==> config.mk <==
export PLATFORM = sky130hd
export DESIGN_NAME = clipped_line_rasterizer_flat
export DESIGN_NICKNAME = d
export VERILOG_FILES = /design/src/clr_pkg.sv /design/src/clr_in_if.sv /design/src/clr_out_if.sv /design/src/clr_cfg.sv /design/src/clr_engine.sv /design/src/clipped_line_rasterizer.sv /design/src/flat_wrapper.sv
export SDC_FILE = /design/constraint.sdc
export NUM_CORES = 1
export LEC_CHECK = 0
export ABC_AREA = 1
export BUFFER_PORTS_ARGS = -buffer_cell sky130_fd_sc_hd__buf_2
export CELL_PAD_IN_SITES_DETAIL_PLACEMENT = 0
export CELL_PAD_IN_SITES_GLOBAL_PLACEMENT = 1
export CORE_MARGIN = 1.5
export CORE_UTILIZATION = 38
export DETAILED_ROUTE_END_ITERATION = 16
export GPL_ROUTABILITY_DRIVEN = 0
export PLACE_DENSITY_LB_ADDON = 0.1
export SLEW_MARGIN = 20
export SYNTH_ARGS = -nofsm -noshare
export SYNTH_HDL_FRONTEND = slang
export SYNTH_SLANG_ARGS = --single-unit
==> constraint.sdc <==
create_clock -name clk -period 12.6 [get_ports clk]
set_clock_uncertainty 0.05 [all_clocks]
set_input_delay 0.63 -clock clk [delete_from_list [all_inputs] [get_ports clk]]
set_output_delay 0.63 -clock clk [all_outputs]
set_load 0.01 [all_outputs]
==> src/clr_pkg.sv <==
package clr_pkg;

  localparam int CLIP_BITS     = 11;
  localparam int COLOR_BITS    = 8;
  localparam int CFG_IDX_BITS  = 2;
  localparam int CFG_DATA_BITS = CLIP_BITS;

  localparam logic [CLIP_BITS-1:0] CLIP_LEFT_RST   = 11'd0;
  localparam logic [CLIP_BITS-1:0] CLIP_TOP_RST    = 11'd0;
  localparam logic [CLIP_BITS-1:0] CLIP_RIGHT_RST  = 11'd319;
  localparam logic [CLIP_BITS-1:0] CLIP_BOTTOM_RST = 11'd199;

  typedef enum logic {
    OP_START = 1'b0,
    OP_STEP  = 1'b1
  } op_t;

  typedef enum logic [CFG_IDX_BITS-1:0] {
    CFG_CLIP_LEFT   = 2'd0,
    CFG_CLIP_TOP    = 2'd1,
    CFG_CLIP_RIGHT  = 2'd2,
    CFG_CLIP_BOTTOM = 2'd3
  } cfg_idx_t;

  typedef struct packed {
    logic [CLIP_BITS-1:0] left;
    logic [CLIP_BITS-1:0] top;
    logic [CLIP_BITS-1:0] right;
    logic [CLIP_BITS-1:0] bottom;
  } clip_t;

endpackage

==> src/clr_in_if.sv <==
interface clr_in_if #(
  parameter int COORD_BITS = 12
) ();
  logic                         valid;
  logic                         ready;
  logic                         opcode;
  logic signed [COORD_BITS-1:0] start_x;
  logic signed [COORD_BITS-1:0] start_y;
  logic signed [COORD_BITS-1:0] end_x;
  logic signed [COORD_BITS-1:0] end_y;
  logic [7:0]                   draw_color;

  modport source (
    output valid, opcode, start_x, start_y, end_x, end_y, draw_color,
    input  ready
  );
  modport sink (
    input  valid, opcode, start_x, start_y, end_x, end_y, draw_color,
    output ready
  );
endinterface

==> src/clr_out_if.sv <==
interface clr_out_if #(
  parameter int COORD_BITS = 12
) ();
  logic                         valid;
  logic                         ready;
  logic signed [COORD_BITS-1:0] pixel_x;
  logic signed [COORD_BITS-1:0] pixel_y;
  logic [7:0]                   pixel_color;
  logic                         write_enable;
  logic                         line_done;

  modport source (
    output valid, pixel_x, pixel_y, pixel_color, write_enable, line_done,
    input  ready
  );
  modport sink (
    input  valid, pixel_x, pixel_y, pixel_color, write_enable, line_done,
    output ready
  );
endinterface

==> src/clr_cfg.sv <==
module clr_cfg (
  input  logic                            clk,
  input  logic                            rst,
  input  logic                            cfg_we,
  input  logic [clr_pkg::CFG_IDX_BITS-1:0]  cfg_index,
  input  logic [clr_pkg::CFG_DATA_BITS-1:0] cfg_data,
  output clr_pkg::clip_t                  clip
);
  import clr_pkg::*;

  always_ff @(posedge clk) begin
    if (rst) begin
      clip.left   <= CLIP_LEFT_RST;
      clip.top    <= CLIP_TOP_RST;
      clip.right  <= CLIP_RIGHT_RST;
      clip.bottom <= CLIP_BOTTOM_RST;
    end else if (cfg_we) begin
      case (cfg_idx_t'(cfg_index))
        CFG_CLIP_LEFT:   clip.left   <= cfg_data[CLIP_BITS-1:0];
        CFG_CLIP_TOP:    clip.top    <= cfg_data[CLIP_BITS-1:0];
        CFG_CLIP_RIGHT:  clip.right  <= cfg_data[CLIP_BITS-1:0];
        CFG_CLIP_BOTTOM: clip.bottom <= cfg_data[CLIP_BITS-1:0];
        default: ;
      endcase
    end
  end

endmodule

==> src/clr_engine.sv <==
module clr_engine #(
  parameter int COORD_BITS = 12
) (
  input  logic                                clk,
  input  logic                                rst,
  input  clr_pkg::clip_t                      clip,
  input  logic                                adv,
  input  logic                                opcode,
  input  logic signed [COORD_BITS-1:0]        sx,
  input  logic signed [COORD_BITS-1:0]        sy,
  input  logic signed [COORD_BITS-1:0]        ex,
  input  logic signed [COORD_BITS-1:0]        ey,
  input  logic [clr_pkg::COLOR_BITS-1:0]      color,
  output logic signed [COORD_BITS-1:0]        px,
  output logic signed [COORD_BITS-1:0]        py,
  output logic [clr_pkg::COLOR_BITS-1:0]      pcolor,
  output logic                                pwe,
  output logic                                pdone,
  output logic                                busy
);
  import clr_pkg::*;

  localparam int D = COORD_BITS + 1;
  localparam int E = COORD_BITS + 3;

  // line state
  logic signed [COORD_BITS-1:0] cur_x, cur_y, major_end;
  logic signed [E-1:0]          error_term, diag_inc, straight_inc;
  logic                         minor_neg, steep;
  logic [COLOR_BITS-1:0]        line_color;

  // start setup
  logic signed [D-1:0]          dx, dy, adx, ady, dmaj, dmin;
  logic signed [E-1:0]          dmin_e, dmaj_e, err_s, diag_s, straight_s;
  logic signed [COORD_BITS-1:0] ax, ay, bx, by, end_s;
  logic                         steep_s, swap, mneg_s, busy_s;

  // step
  logic                         move, busy_step;
  logic signed [E-1:0]          err_step;
  logic signed [COORD_BITS-1:0] maj_inc, minor, minor_step, nx, ny;

  // result
  logic                         is_start, in_view;
  logic signed [COORD_BITS-1:0] ox, oy;

  always_comb begin
    dx      = D'(sx) - D'(ex);
    dy      = D'(sy) - D'(ey);
    adx     = dx[D-1] ? -dx : dx;
    ady     = dy[D-1] ? -dy : dy;
    steep_s = adx < ady;
    swap    = steep_s ? (sy > ey) : (sx > ex);
    ax      = swap ? ex : sx;
    ay      = swap ? ey : sy;
    bx      = swap ? sx : ex;
    by      = swap ? sy : ey;
    mneg_s  = steep_s ? !(bx > ax) : !(by > ay);
    dmaj    = steep_s ? (D'(by) - D'(ay)) : (D'(bx) - D'(ax));
    dmin    = steep_s ? adx : ady;
    end_s   = steep_s ? by : bx;
    busy_s  = (steep_s ? ay : ax) != end_s;
    dmin_e     = E'(dmin);
    dmaj_e     = E'(dmaj);
    err_s      = (dmin_e <<< 1) - dmaj_e;
    diag_s     = (dmin_e - dmaj_e) <<< 1;
    straight_s = dmin_e <<< 1;
  end

  always_comb begin
    move       = !error_term[E-1];
    err_step   = error_term + (move ? diag_inc : straight_inc);
    maj_inc    = (steep ? cur_y : cur_x) + COORD_BITS'(1);
    minor      = steep ? cur_x : cur_y;
    if (!move) begin
      minor_step = minor;
    end else if (minor_neg) begin
      minor_step = minor - COORD_BITS'(1);
    end else begin
      minor_step = minor + COORD_BITS'(1);
    end
    nx         = steep ? minor_step : maj_inc;
    ny         = steep ? maj_inc : minor_step;
    busy_step  = maj_inc < major_end;
  end

  always_comb begin
    is_start = opcode == OP_START;
    ox       = is_start ? ax : nx;
    oy       = is_start ? ay : ny;
    in_view  = ($signed(ox) >= $signed({1'b0, clip.left}))  &&
               ($signed(ox) <= $signed({1'b0, clip.right})) &&
               ($signed(oy) >= $signed({1'b0, clip.top}))   &&
               ($signed(oy) <= $signed({1'b0, clip.bottom}));
  end

  always_ff @(posedge clk) begin
    if (rst) begin
      busy <= 1'b0;
    end else if (adv) begin
      if (is_start) begin
        busy <= busy_s;
      end else if (busy) begin
        busy <= busy_step;
      end
    end
  end

  always_ff @(posedge clk) begin
    if (adv) begin
      if (is_start) begin
        cur_x        <= ax;
        cur_y        <= ay;
        major_end    <= end_s;
        error_term   <= err_s;
        diag_inc     <= diag_s;
        straight_inc <= straight_s;
        minor_neg    <= mneg_s;
        steep        <= steep_s;
        line_color   <= color;
        px           <= ax;
        py           <= ay;
        pcolor       <= color;
        pwe          <= in_view;
        pdone        <= !busy_s;
      end else if (busy) begin
        cur_x        <= nx;
        cur_y        <= ny;
        error_term   <= err_step;
        px           <= nx;
        py           <= ny;
        pcolor       <= line_color;
        pwe          <= in_view;
        pdone        <= !busy_step;
      end else begin
        // idle step: blank pixel, flag done
        px           <= '0;
        py           <= '0;
        pcolor       <= '0;
        pwe          <= 1'b0;
        pdone        <= 1'b1;
      end
    end
  end

endmodule

==> src/clipped_line_rasterizer.sv <==
// Channel  Direction  Payload
// items    sink       opcode, start_x, start_y, end_x, end_y, draw_color
// pixels   source     pixel_x, pixel_y, pixel_color, write_enable, line_done
// cfg      write      cfg_we, cfg_index, cfg_data (clip window)
//
// One pixel per cycle while pixels is not stalled.
// The input register feeds the setup/step logic, which loads the result register.
// rst (synchronous) clears the valid flags and the line-busy flag and restores
// the default clip window.
// A stall on pixels holds the result register and the input register; items stays
// ready while the input register is empty or moving forward.
module clipped_line_rasterizer #(
  parameter int COORD_BITS = 12
) (
  input  logic                              clk,
  input  logic                              rst,
  input  logic                              cfg_we,
  input  logic [clr_pkg::CFG_IDX_BITS-1:0]  cfg_index,
  input  logic [clr_pkg::CFG_DATA_BITS-1:0] cfg_data,
  clr_in_if.sink                            items,
  clr_out_if.source                         pixels
);
  import clr_pkg::*;

  clip_t                        clip;
  logic                         ir_valid, adv, ov, line_busy;
  logic                         ir_opcode;
  logic signed [COORD_BITS-1:0] ir_sx, ir_sy, ir_ex, ir_ey;
  logic [COLOR_BITS-1:0]        ir_color;

  assign adv          = ir_valid && (!ov || pixels.ready);
  assign items.ready  = !ir_valid || adv;
  assign pixels.valid = ov;

  always_ff @(posedge clk) begin
    if (rst) begin
      ir_valid <= 1'b0;
      ov       <= 1'b0;
    end else begin
      if (items.ready) begin
        ir_valid <= items.valid;
      end
      if (adv) begin
        ov <= 1'b1;
      end else if (pixels.ready) begin
        ov <= 1'b0;
      end
    end
  end

  // capture on transfer
  always_ff @(posedge clk) begin
    if (items.valid && items.ready) begin
      ir_opcode <= items.opcode;
      ir_sx     <= items.start_x;
      ir_sy     <= items.start_y;
      ir_ex     <= items.end_x;
      ir_ey     <= items.end_y;
      ir_color  <= items.draw_color;
    end
  end

  clr_cfg u_cfg (
    .clk       (clk),
    .rst       (rst),
    .cfg_we    (cfg_we),
    .cfg_index (cfg_index),
    .cfg_data  (cfg_data),
    .clip      (clip)
  );

  clr_engine #(
    .COORD_BITS (COORD_BITS)
  ) u_engine (
    .clk    (clk),
    .rst    (rst),
    .clip   (clip),
    .adv    (adv),
    .opcode (ir_opcode),
    .sx     (ir_sx),
    .sy     (ir_sy),
    .ex     (ir_ex),
    .ey     (ir_ey),
    .color  (ir_color),
    .px     (pixels.pixel_x),
    .py     (pixels.pixel_y),
    .pcolor (pixels.pixel_color),
    .pwe    (pixels.write_enable),
    .pdone  (pixels.line_done),
    .busy   (line_busy)
  );

`ifndef SYNTHESIS
  a_ir_hold: assert property (@(posedge clk) disable iff (rst)
    ir_valid && !adv |=> ir_valid && $stable(ir_opcode) && $stable(ir_sx))
    else $error("input register lost an item while stalled");

  a_we_in_window: assert property (@(posedge clk) disable iff (rst)
    ov && pixels.write_enable |->
      ($signed(pixels.pixel_x) >= $signed({1'b0, clip.left})) &&
      ($signed(pixels.pixel_x) <= $signed({1'b0, clip.right})) &&
      ($signed(pixels.pixel_y) >= $signed({1'b0, clip.top})) &&
      ($signed(pixels.pixel_y) <= $signed({1'b0, clip.bottom})))
    else $error("write enable outside clip window");

  a_open_line_busy: assert property (@(posedge clk) disable iff (rst)
    ov && !pixels.line_done |-> line_busy)
    else $error("pixel not marked done but line is idle");

  a_idle_blank: assert property (@(posedge clk) disable iff (rst)
    adv && ir_opcode == OP_STEP && !line_busy |=>
      pixels.line_done && !pixels.write_enable)
    else $error("idle step produced a drawable pixel");
`endif

endmodule
==> src/flat_wrapper.sv <==
// flat-port wrapper written by rule: the top's interface ports become plain ports
module clipped_line_rasterizer_flat import clr_pkg::*;
#(
  parameter int COORD_BITS = 12
)
  (clk, rst, cfg_we, cfg_index, cfg_data, items_valid, items_opcode, items_start_x, items_start_y, items_end_x, items_end_y, items_draw_color, items_ready, pixels_valid, pixels_pixel_x, pixels_pixel_y, pixels_pixel_color, pixels_write_enable, pixels_line_done, pixels_ready);
  clr_in_if #(.COORD_BITS(COORD_BITS)) items_i ();
  clr_out_if #(.COORD_BITS(COORD_BITS)) pixels_i ();
  input  logic clk;
  input  logic rst;
  input  logic cfg_we;
  input  logic [clr_pkg::CFG_IDX_BITS-1:0] cfg_index;
  input  logic [clr_pkg::CFG_DATA_BITS-1:0] cfg_data;
  input wire logic [$bits(items_i.valid)-1:0] items_valid;
  input wire logic [$bits(items_i.opcode)-1:0] items_opcode;
  input wire logic [$bits(items_i.start_x)-1:0] items_start_x;
  input wire logic [$bits(items_i.start_y)-1:0] items_start_y;
  input wire logic [$bits(items_i.end_x)-1:0] items_end_x;
  input wire logic [$bits(items_i.end_y)-1:0] items_end_y;
  input wire logic [$bits(items_i.draw_color)-1:0] items_draw_color;
  output wire logic [$bits(items_i.ready)-1:0] items_ready;
  output wire logic [$bits(pixels_i.valid)-1:0] pixels_valid;
  output wire logic [$bits(pixels_i.pixel_x)-1:0] pixels_pixel_x;
  output wire logic [$bits(pixels_i.pixel_y)-1:0] pixels_pixel_y;
  output wire logic [$bits(pixels_i.pixel_color)-1:0] pixels_pixel_color;
  output wire logic [$bits(pixels_i.write_enable)-1:0] pixels_write_enable;
  output wire logic [$bits(pixels_i.line_done)-1:0] pixels_line_done;
  input wire logic [$bits(pixels_i.ready)-1:0] pixels_ready;
  assign items_i.valid = items_valid;
  assign items_i.opcode = items_opcode;
  assign items_i.start_x = items_start_x;
  assign items_i.start_y = items_start_y;
  assign items_i.end_x = items_end_x;
  assign items_i.end_y = items_end_y;
  assign items_i.draw_color = items_draw_color;
  assign items_ready = items_i.ready;
  assign pixels_valid = pixels_i.valid;
  assign pixels_pixel_x = pixels_i.pixel_x;
  assign pixels_pixel_y = pixels_i.pixel_y;
  assign pixels_pixel_color = pixels_i.pixel_color;
  assign pixels_write_enable = pixels_i.write_enable;
  assign pixels_line_done = pixels_i.line_done;
  assign pixels_i.ready = pixels_ready;
  clipped_line_rasterizer #(.COORD_BITS(COORD_BITS)) u_core (.clk(clk), .rst(rst), .cfg_we(cfg_we), .cfg_index(cfg_index), .cfg_data(cfg_data), .items(items_i), .pixels(pixels_i));
endmodule
# [Word-level counts from Yosys, hierarchy flattened]
# Index checks and enable logic that the tools add are counted.
[word_totals] regBits=226 in_bits=75 output_inout_bits=36 wordCells=117
[op_classes] n_addsub=12 magnitude_cmp=10 eq_ne=5 n_mux=41 bitwise=1 reduce_logical=21
[op_table] cell="$mux W12" count=22
[op_table] cell="$mux W13" count=4
[op_table] cell="$sub A12 B12 Y13" count=4
[op_table] cell="$gt A12 B12 Y1" count=4
[op_table] cell="$mux W15" count=3
[op_table] cell="$neg A13 Y13" count=2
[op_table] cell="$add A12 B2 Y12 const B" count=2
[op_table] cell="$ge A12 B12 Y1" count=2
[op_table] cell="$le A12 B12 Y1" count=2
[op_table] cell="$mux W8" count=2
[op_table] cell="$add A15 B15 Y15" count=1
[op_table] cell="$sub A14 B13 Y15" count=1
[op_table] cell="$sub A13 B13 Y14" count=1
[op_table] cell="$lt A13 B13 Y1" count=1
[op_table] cell="$lt A12 B12 Y1" count=1
[op_table] cell="$ne A12 B12 Y1" count=1
[op_table] cell="$reduce_and A2 Y1" count=6
[op_table] cell="$sub A12 B2 Y12 const B" count=1
[op_table] cell="$mux W1" count=10
[op_table] cell="$logic_not A1 Y1" count=6
[op_table] cell="$logic_and A1 B1 Y1" count=5
[op_table] cell="$eq A2 B2 Y1 const B" count=2
[op_table] cell="$eq A2 B1 Y1 const B" count=1
[op_table] cell="$logic_not A2 Y1" count=1
[op_table] cell="4 further kinds" count=5

# [Logic depth before layout (Yosys ltp)]
[depth] ltp_word=13 mapped_depth=56 ltp_nobuf=54

# [Modules after synthesis]
# From an unflattened synthesis, not the netlist that was laid out.
[hier_totals] hier_cells=2233 hier_area_um2=16900.0
[by_module_without_submodules] mod="clr_engine" n_inst=1 cells_per_inst=1902 area_each_um2=13302.8 seq_area_each_um2=3653.5
[by_module_without_submodules] mod="clipped_line_rasterizer" n_inst=1 cells_per_inst=69 area_each_um2=1803.0 seq_area_each_um2=1751.7
[by_module_without_submodules] mod="clr_cfg" n_inst=1 cells_per_inst=262 area_each_um2=1794.2 seq_area_each_um2=880.8

# [Worst setup path after synthesis]
# Ideal clock, no wire load.
[synth_timing] path_kind="reg2reg" from="register u_core.ir_ex[0]" to="register u_core.u_engine.error_term[13] (data pin)" setup_ns=0.256 arrival_time_ns=6.361 t_required_ns=12.294 slack_ns=5.933 stages_incl_launch_ff=49 path_buffers=2 period_less_slack_ns=6.667 path_cell_list="edfxtp_1 > ha_1 > fa_1 > o21ai_1 > xor2_1 > nand4_1 > nor2_1 > nand3_1 > nor2_1 > nand2_1 > nand2_1 > xor2_1 > ha_1 > nand2_1 > inv_1 > o21ai_1 > nand2_1 > nor2_1 > [... 13 more ...] > ha_1 > nand2_1 > o21ai_1 > inv_1 > o21ai_1 > inv_1 > nor2_1 > nor2_1 > o21ai_1 > nand2_1 > nand2_1 > nand2_1 > nand2_2 > nand2_2 > nand2_1 > nand2_1 > nand3_1 > nand2_1"
[synth_via] elab_chain_len=10 word_cells_on_any_way=16 cone_classes="add/sub (5); order compare (2); mux (9)"
[synth_rtl] item="start: declaration" line="clipped_line_rasterizer.sv:28" rtl="logic signed [COORD_BITS-1:0] ir_sx, ir_sy, ir_ex, ir_ey;"
[synth_rtl] item="start signal: assignment" line="clipped_line_rasterizer.sv:57" rtl="ir_ex <= items.end_x;"
[synth_rtl] item="$sub A12 B12 Y13" line="clr_engine.sv:48" rtl="dx = D'(sx) - D'(ex);"
[synth_rtl] item="$neg A13 Y13" line="clr_engine.sv:50" rtl="adx = dx[D-1] ? -dx : dx;"
[synth_rtl] item="$mux W13" line="clr_engine.sv:50"
[synth_rtl] item="$lt A13 B13 Y1" line="clr_engine.sv:52" rtl="steep_s = adx < ady;"
[synth_rtl] item="$mux W1" line="clr_engine.sv:53" rtl="swap = steep_s ? (sy > ey) : (sx > ex);"
[synth_rtl] item="$mux W12, on equally long branches"
[synth_rtl] item="$sub A12 B12 Y13" line="clr_engine.sv:59" rtl="dmaj = steep_s ? (D'(by) - D'(ay)) : (D'(bx) - D'(ax));"
[synth_rtl] item="$mux W13" line="clr_engine.sv:59"
[synth_rtl] item="$sub A14 B13 Y15 *" line="clr_engine.sv:65" rtl="err_s = (dmin_e <<< 1) - dmaj_e;"
[synth_rtl] item="$mux W15 *" line="clr_engine.sv:111" rtl="if (is_start) begin"
[synth_rtl] item="end signal: assignment" line="clr_engine.sv:115" rtl="error_term <= err_s;"
[synth_rtl] item="end signal: assignment" line="clr_engine.sv:129" rtl="error_term <= err_step;"
[synth_rtl] item="end: declaration" line="clr_engine.sv:28" rtl="logic signed [E-1:0] error_term, diag_inc, straight_inc;"
# Every way passes the cells marked *; elsewhere a longest branch is shown, timed or not.
# A chain may end at the register's enable or synchronous reset.

# [Worst setup path in the final report]
[layout_timing] from="register u_core.ir_ey[0]" to="register u_core.u_engine.error_term[13] (data pin)"
[layout_via] elab_chain_len=10 word_cells_on_any_way=16 cone_classes="add/sub (5); order compare (2); mux (9)"
[layout_rtl] item="start: declaration" line="clipped_line_rasterizer.sv:28"
[layout_rtl] item="start signal: assignment" line="clipped_line_rasterizer.sv:58" rtl="ir_ey <= items.end_y;"
[layout_rtl] item="$sub A12 B12 Y13" line="clr_engine.sv:49" rtl="dy = D'(sy) - D'(ey);"
[layout_rtl] item="$neg A13 Y13" line="clr_engine.sv:51" rtl="ady = dy[D-1] ? -dy : dy;"
[layout_rtl] item="$mux W13" line="clr_engine.sv:51"
[layout_rtl] item="$lt A13 B13 Y1" line="clr_engine.sv:52"
[layout_rtl] item="$mux W1" line="clr_engine.sv:53"
[layout_rtl] item="$mux W12, on equally long branches"
[layout_rtl] item="$sub A12 B12 Y13" line="clr_engine.sv:59"
[layout_rtl] item="$mux W13" line="clr_engine.sv:59"
[layout_rtl] item="$sub A14 B13 Y15 *" line="clr_engine.sv:65"
[layout_rtl] item="$mux W15 *" line="clr_engine.sv:111"
# Marked as above.

==> reports/results.ini <==
[status]
status = finished clean

[logic_synthesis]
synth_ff_type = edfxtp_1
async_flop_share_pct = 0
avgSynthCellArea_sq_um = 7.87
synth.area.top_cells = edfxtp_1 33%, nand2_1 12%, ha_1 11%
synth_commonest_cells = 505 x nand2_1, 282 x inv_1, 179 x o21ai_0
ys_seq_elements = 225
syn_area_sq_mm = 0.0164
synth_edf_count = 178
yosysUniqueCellTypes = 60
yosysTopAreaCell = edfxtp_1
yosysMostFrequentCell = nand2_1
synth.yosys.seq_area_share_pct = 38.3
syn_nets = 2310
yosysWarnings = 0
syn_inst = 2083
netlist.area_leader.share_pct = 32.6

[placed_design]
hpwl_um = 41000
pre_cts_ws_ns = 4.01
io_buffer_count = 110
dp.cells = 2687

[global_routing]
track_usage_pct = 23.4
grt_pass1_wl_um = 78200
grt_pass1_vias = 13200
grt_overflow = 0
grt_start_max_net_pins = 83
antenna_found_initial = 3

[route]
vias = 14000
drc_errors = 0
antenna_left = 0
vias_per_cell = 5.13
wire_per_inst_um = 18.9
drtIter0Drc = 942
wirelength_um = 51800
firstDrtPassIters = 5

[die]
start_util_pct = 38.8
dieArea_sq_mm = 0.0444
core_sq_mm = 0.0422
die_y_um = 211
io_pins = 111
fp.dieW_um = 211
rows = 75

[sta]
timing.hold.ws_ns = 0.185
setup_tns_ns = 0
relSlewSlack_pct = 17.2
hold_violations = 0
fin_crit_ns = 8.62
slew_viol_final = 0
fmax_mhz = 116
fin_ws_ns = 3.98
min_period_over_period_pct = 68.4
rsz0062_at_grt = no
setup_viol = 0
max_slew.worst_pin.slew_ns = 1.23

[critical_path]
startpoint = u_core.ir_ey[0]
max_stage_delay_ns = 0.52
cp-end-kind = flop
crit_path_frequent_cell = nand2_1
crit_path_start_kind = flop
critical_path_class = flop to flop
cp_max_fo = 82
reg2reg_depth = 46
critPathCapture = u_core.u_engine.error_term[13]
slowest_stage = buf_4
reg2reg_slack_ns = 3.98
worstReg2RegEnd = u_core.u_engine.error_term[13]
reg2reg_from = u_core.ir_ey[0]
cp.required_ns = 12.86
arrival_ns = 8.88

[clocking]
cts_tree = built
cts.repair.resized = 0
cts_made_buffers = 28
clkLatencyLatePin_ns = 0.57
clkSinkCount = 225
cts.clk_slew.worst_paths_ns = 0.06
post_cts_buffers = 0
htree_levels = 1
cts-root-buf = clkbuf_16
ctsHoldBuffers = 0
cts_buffer_depth = 3

[finish]
fillers = 4339
antenna_cells = 0
fin_nets = 2405
drive_above_1_share_pct = 11.2
areaGrowthSynthToFinish_pct = 12.2
instances_no_fill = 2738
seqCellArea_sq_mm = 0.00629
multi_input_area_sq_mm = 0.00868

[pwr]
peakVddDrop_mv = 0.130
power_leakage_nw = 8.53
power_mw = 5.24
power.density_mw_per_mm2 = 285

[hold_path]
min_path_type = primary input to flop

[run]
cap_viol_max_count = 0

[per-stage QoR]
stage,util (%),area (sq um)
after floorplan,-,16400
after global placement,41.4,17500
after detailed placement,41.4,17500
after CTS,43.6,18400
after global routing,43.6,18400
final,43.6,18400
[metal layers]
| metal | global-route usage (%) | vias up | share of wire, % |
|---|---|---|---|
| met5 | 0 | - | 0 |
| met4 | 7.81 | 0 | 3.5 |
| met3 | 3.55 | 77 | 5.6 |
| met2 | 34.5 | 376 | 41 |
| met1 | 34.7 | 6425 | 50 |
| li1 | - | 7168 | - |
[state kept, by name, indices dropped and copies added, names as in the netlist, 8 cells and up]
signal / cells
u_core.u_cfg.clip: 44
u_core.u_engine.diag_inc: 14
u_core.u_engine.error_term: 14
u_core.u_engine.straight_inc: 13
u_core.ir_ex: 12
u_core.ir_ey: 12
u_core.ir_sx: 12
u_core.ir_sy: 12
u_core.u_engine.cur_x: 12
u_core.u_engine.cur_y: 12
u_core.u_engine.major_end: 12
u_core.u_engine.px: 12
u_core.u_engine.py: 12
u_core.ir_color: 8
u_core.u_engine.line_color: 8
u_core.u_engine.pcolor: 8
[cell type report]
cell class | count | area share (%)
Sequential cell | 225 | 34.2
Clock inverter | 13 | 0.598
Multi-Input combinational cell | 1494 | 47.2
Inverter | 299 | 6.10
Tap cell | 539 | 3.67
Timing Repair Buffer | 130 | 3.81
Clock buffer | 38 | 4.47
[worst min-delay path by stage]
stage,from,depth (start not counted),endpoint
floorplan,u_core.ir_color[0],0,u_core.u_engine.line_color[0]
global placement,u_core.ir_color[0],0,u_core.u_engine.line_color[0]
detailed placement,u_core.ir_color[7],0,u_core.u_engine.line_color[7]
CTS,items_draw_color[1],1,u_core.ir_color[1]
global route,items_start_y[9],1,u_core.ir_sy[9]
finish,items_end_x[1],1,u_core.ir_ex[1]
[worst max-delay path, delay by kind of cell, from the launching register on]
family / cells / cell delay (ns)
XOR/XNOR: 2 / 0.48
adder cells (fa/ha/maj): 5 / 1.61
buffers and inverters: 6 / 0.90
AND/OR/NAND/NOR: 25 / 2.75
AO/OA/AOI/OAI: 8 / 2.08
flip-flops: 1 / 0.44
[cells by family after synthesis]
logic type | share of synthesized area (%)
flops | 38.3
xor+xnor | 4.54
mux | 0.252
fa+ha+maj | 11.9
simple gates | 19.9
compound gates | 16.2
buf+inv | 8.82
[placed cells by master, fill, tap and decap left out, types with 20 or more instances in the layout]
cell	synthesis	layout
o21ai_0	179	179
nor2_1	113	111
ha_1	146	146
nand2_1	505	505
a21oi_1	155	155
o21ai_1	35	35
buf_2	10	110
edfxtp_1	178	178
inv_1	282	280
buf_4	2	20
clkbuf_16	0	31
xor2_1	59	59
xnor2_1	26	26
nand3_1	88	88
dfxtp_1	47	47
o211ai_1	20	20
[power breakdown]
part	total, mW	internal [mW]	switching, mW
Sequential	1.07	1.04	0.0338
Combinational	3.36	1.14	2.23
Clock	0.808	0.477	0.331
Note: power is estimated with default switching activity, not from simulation.
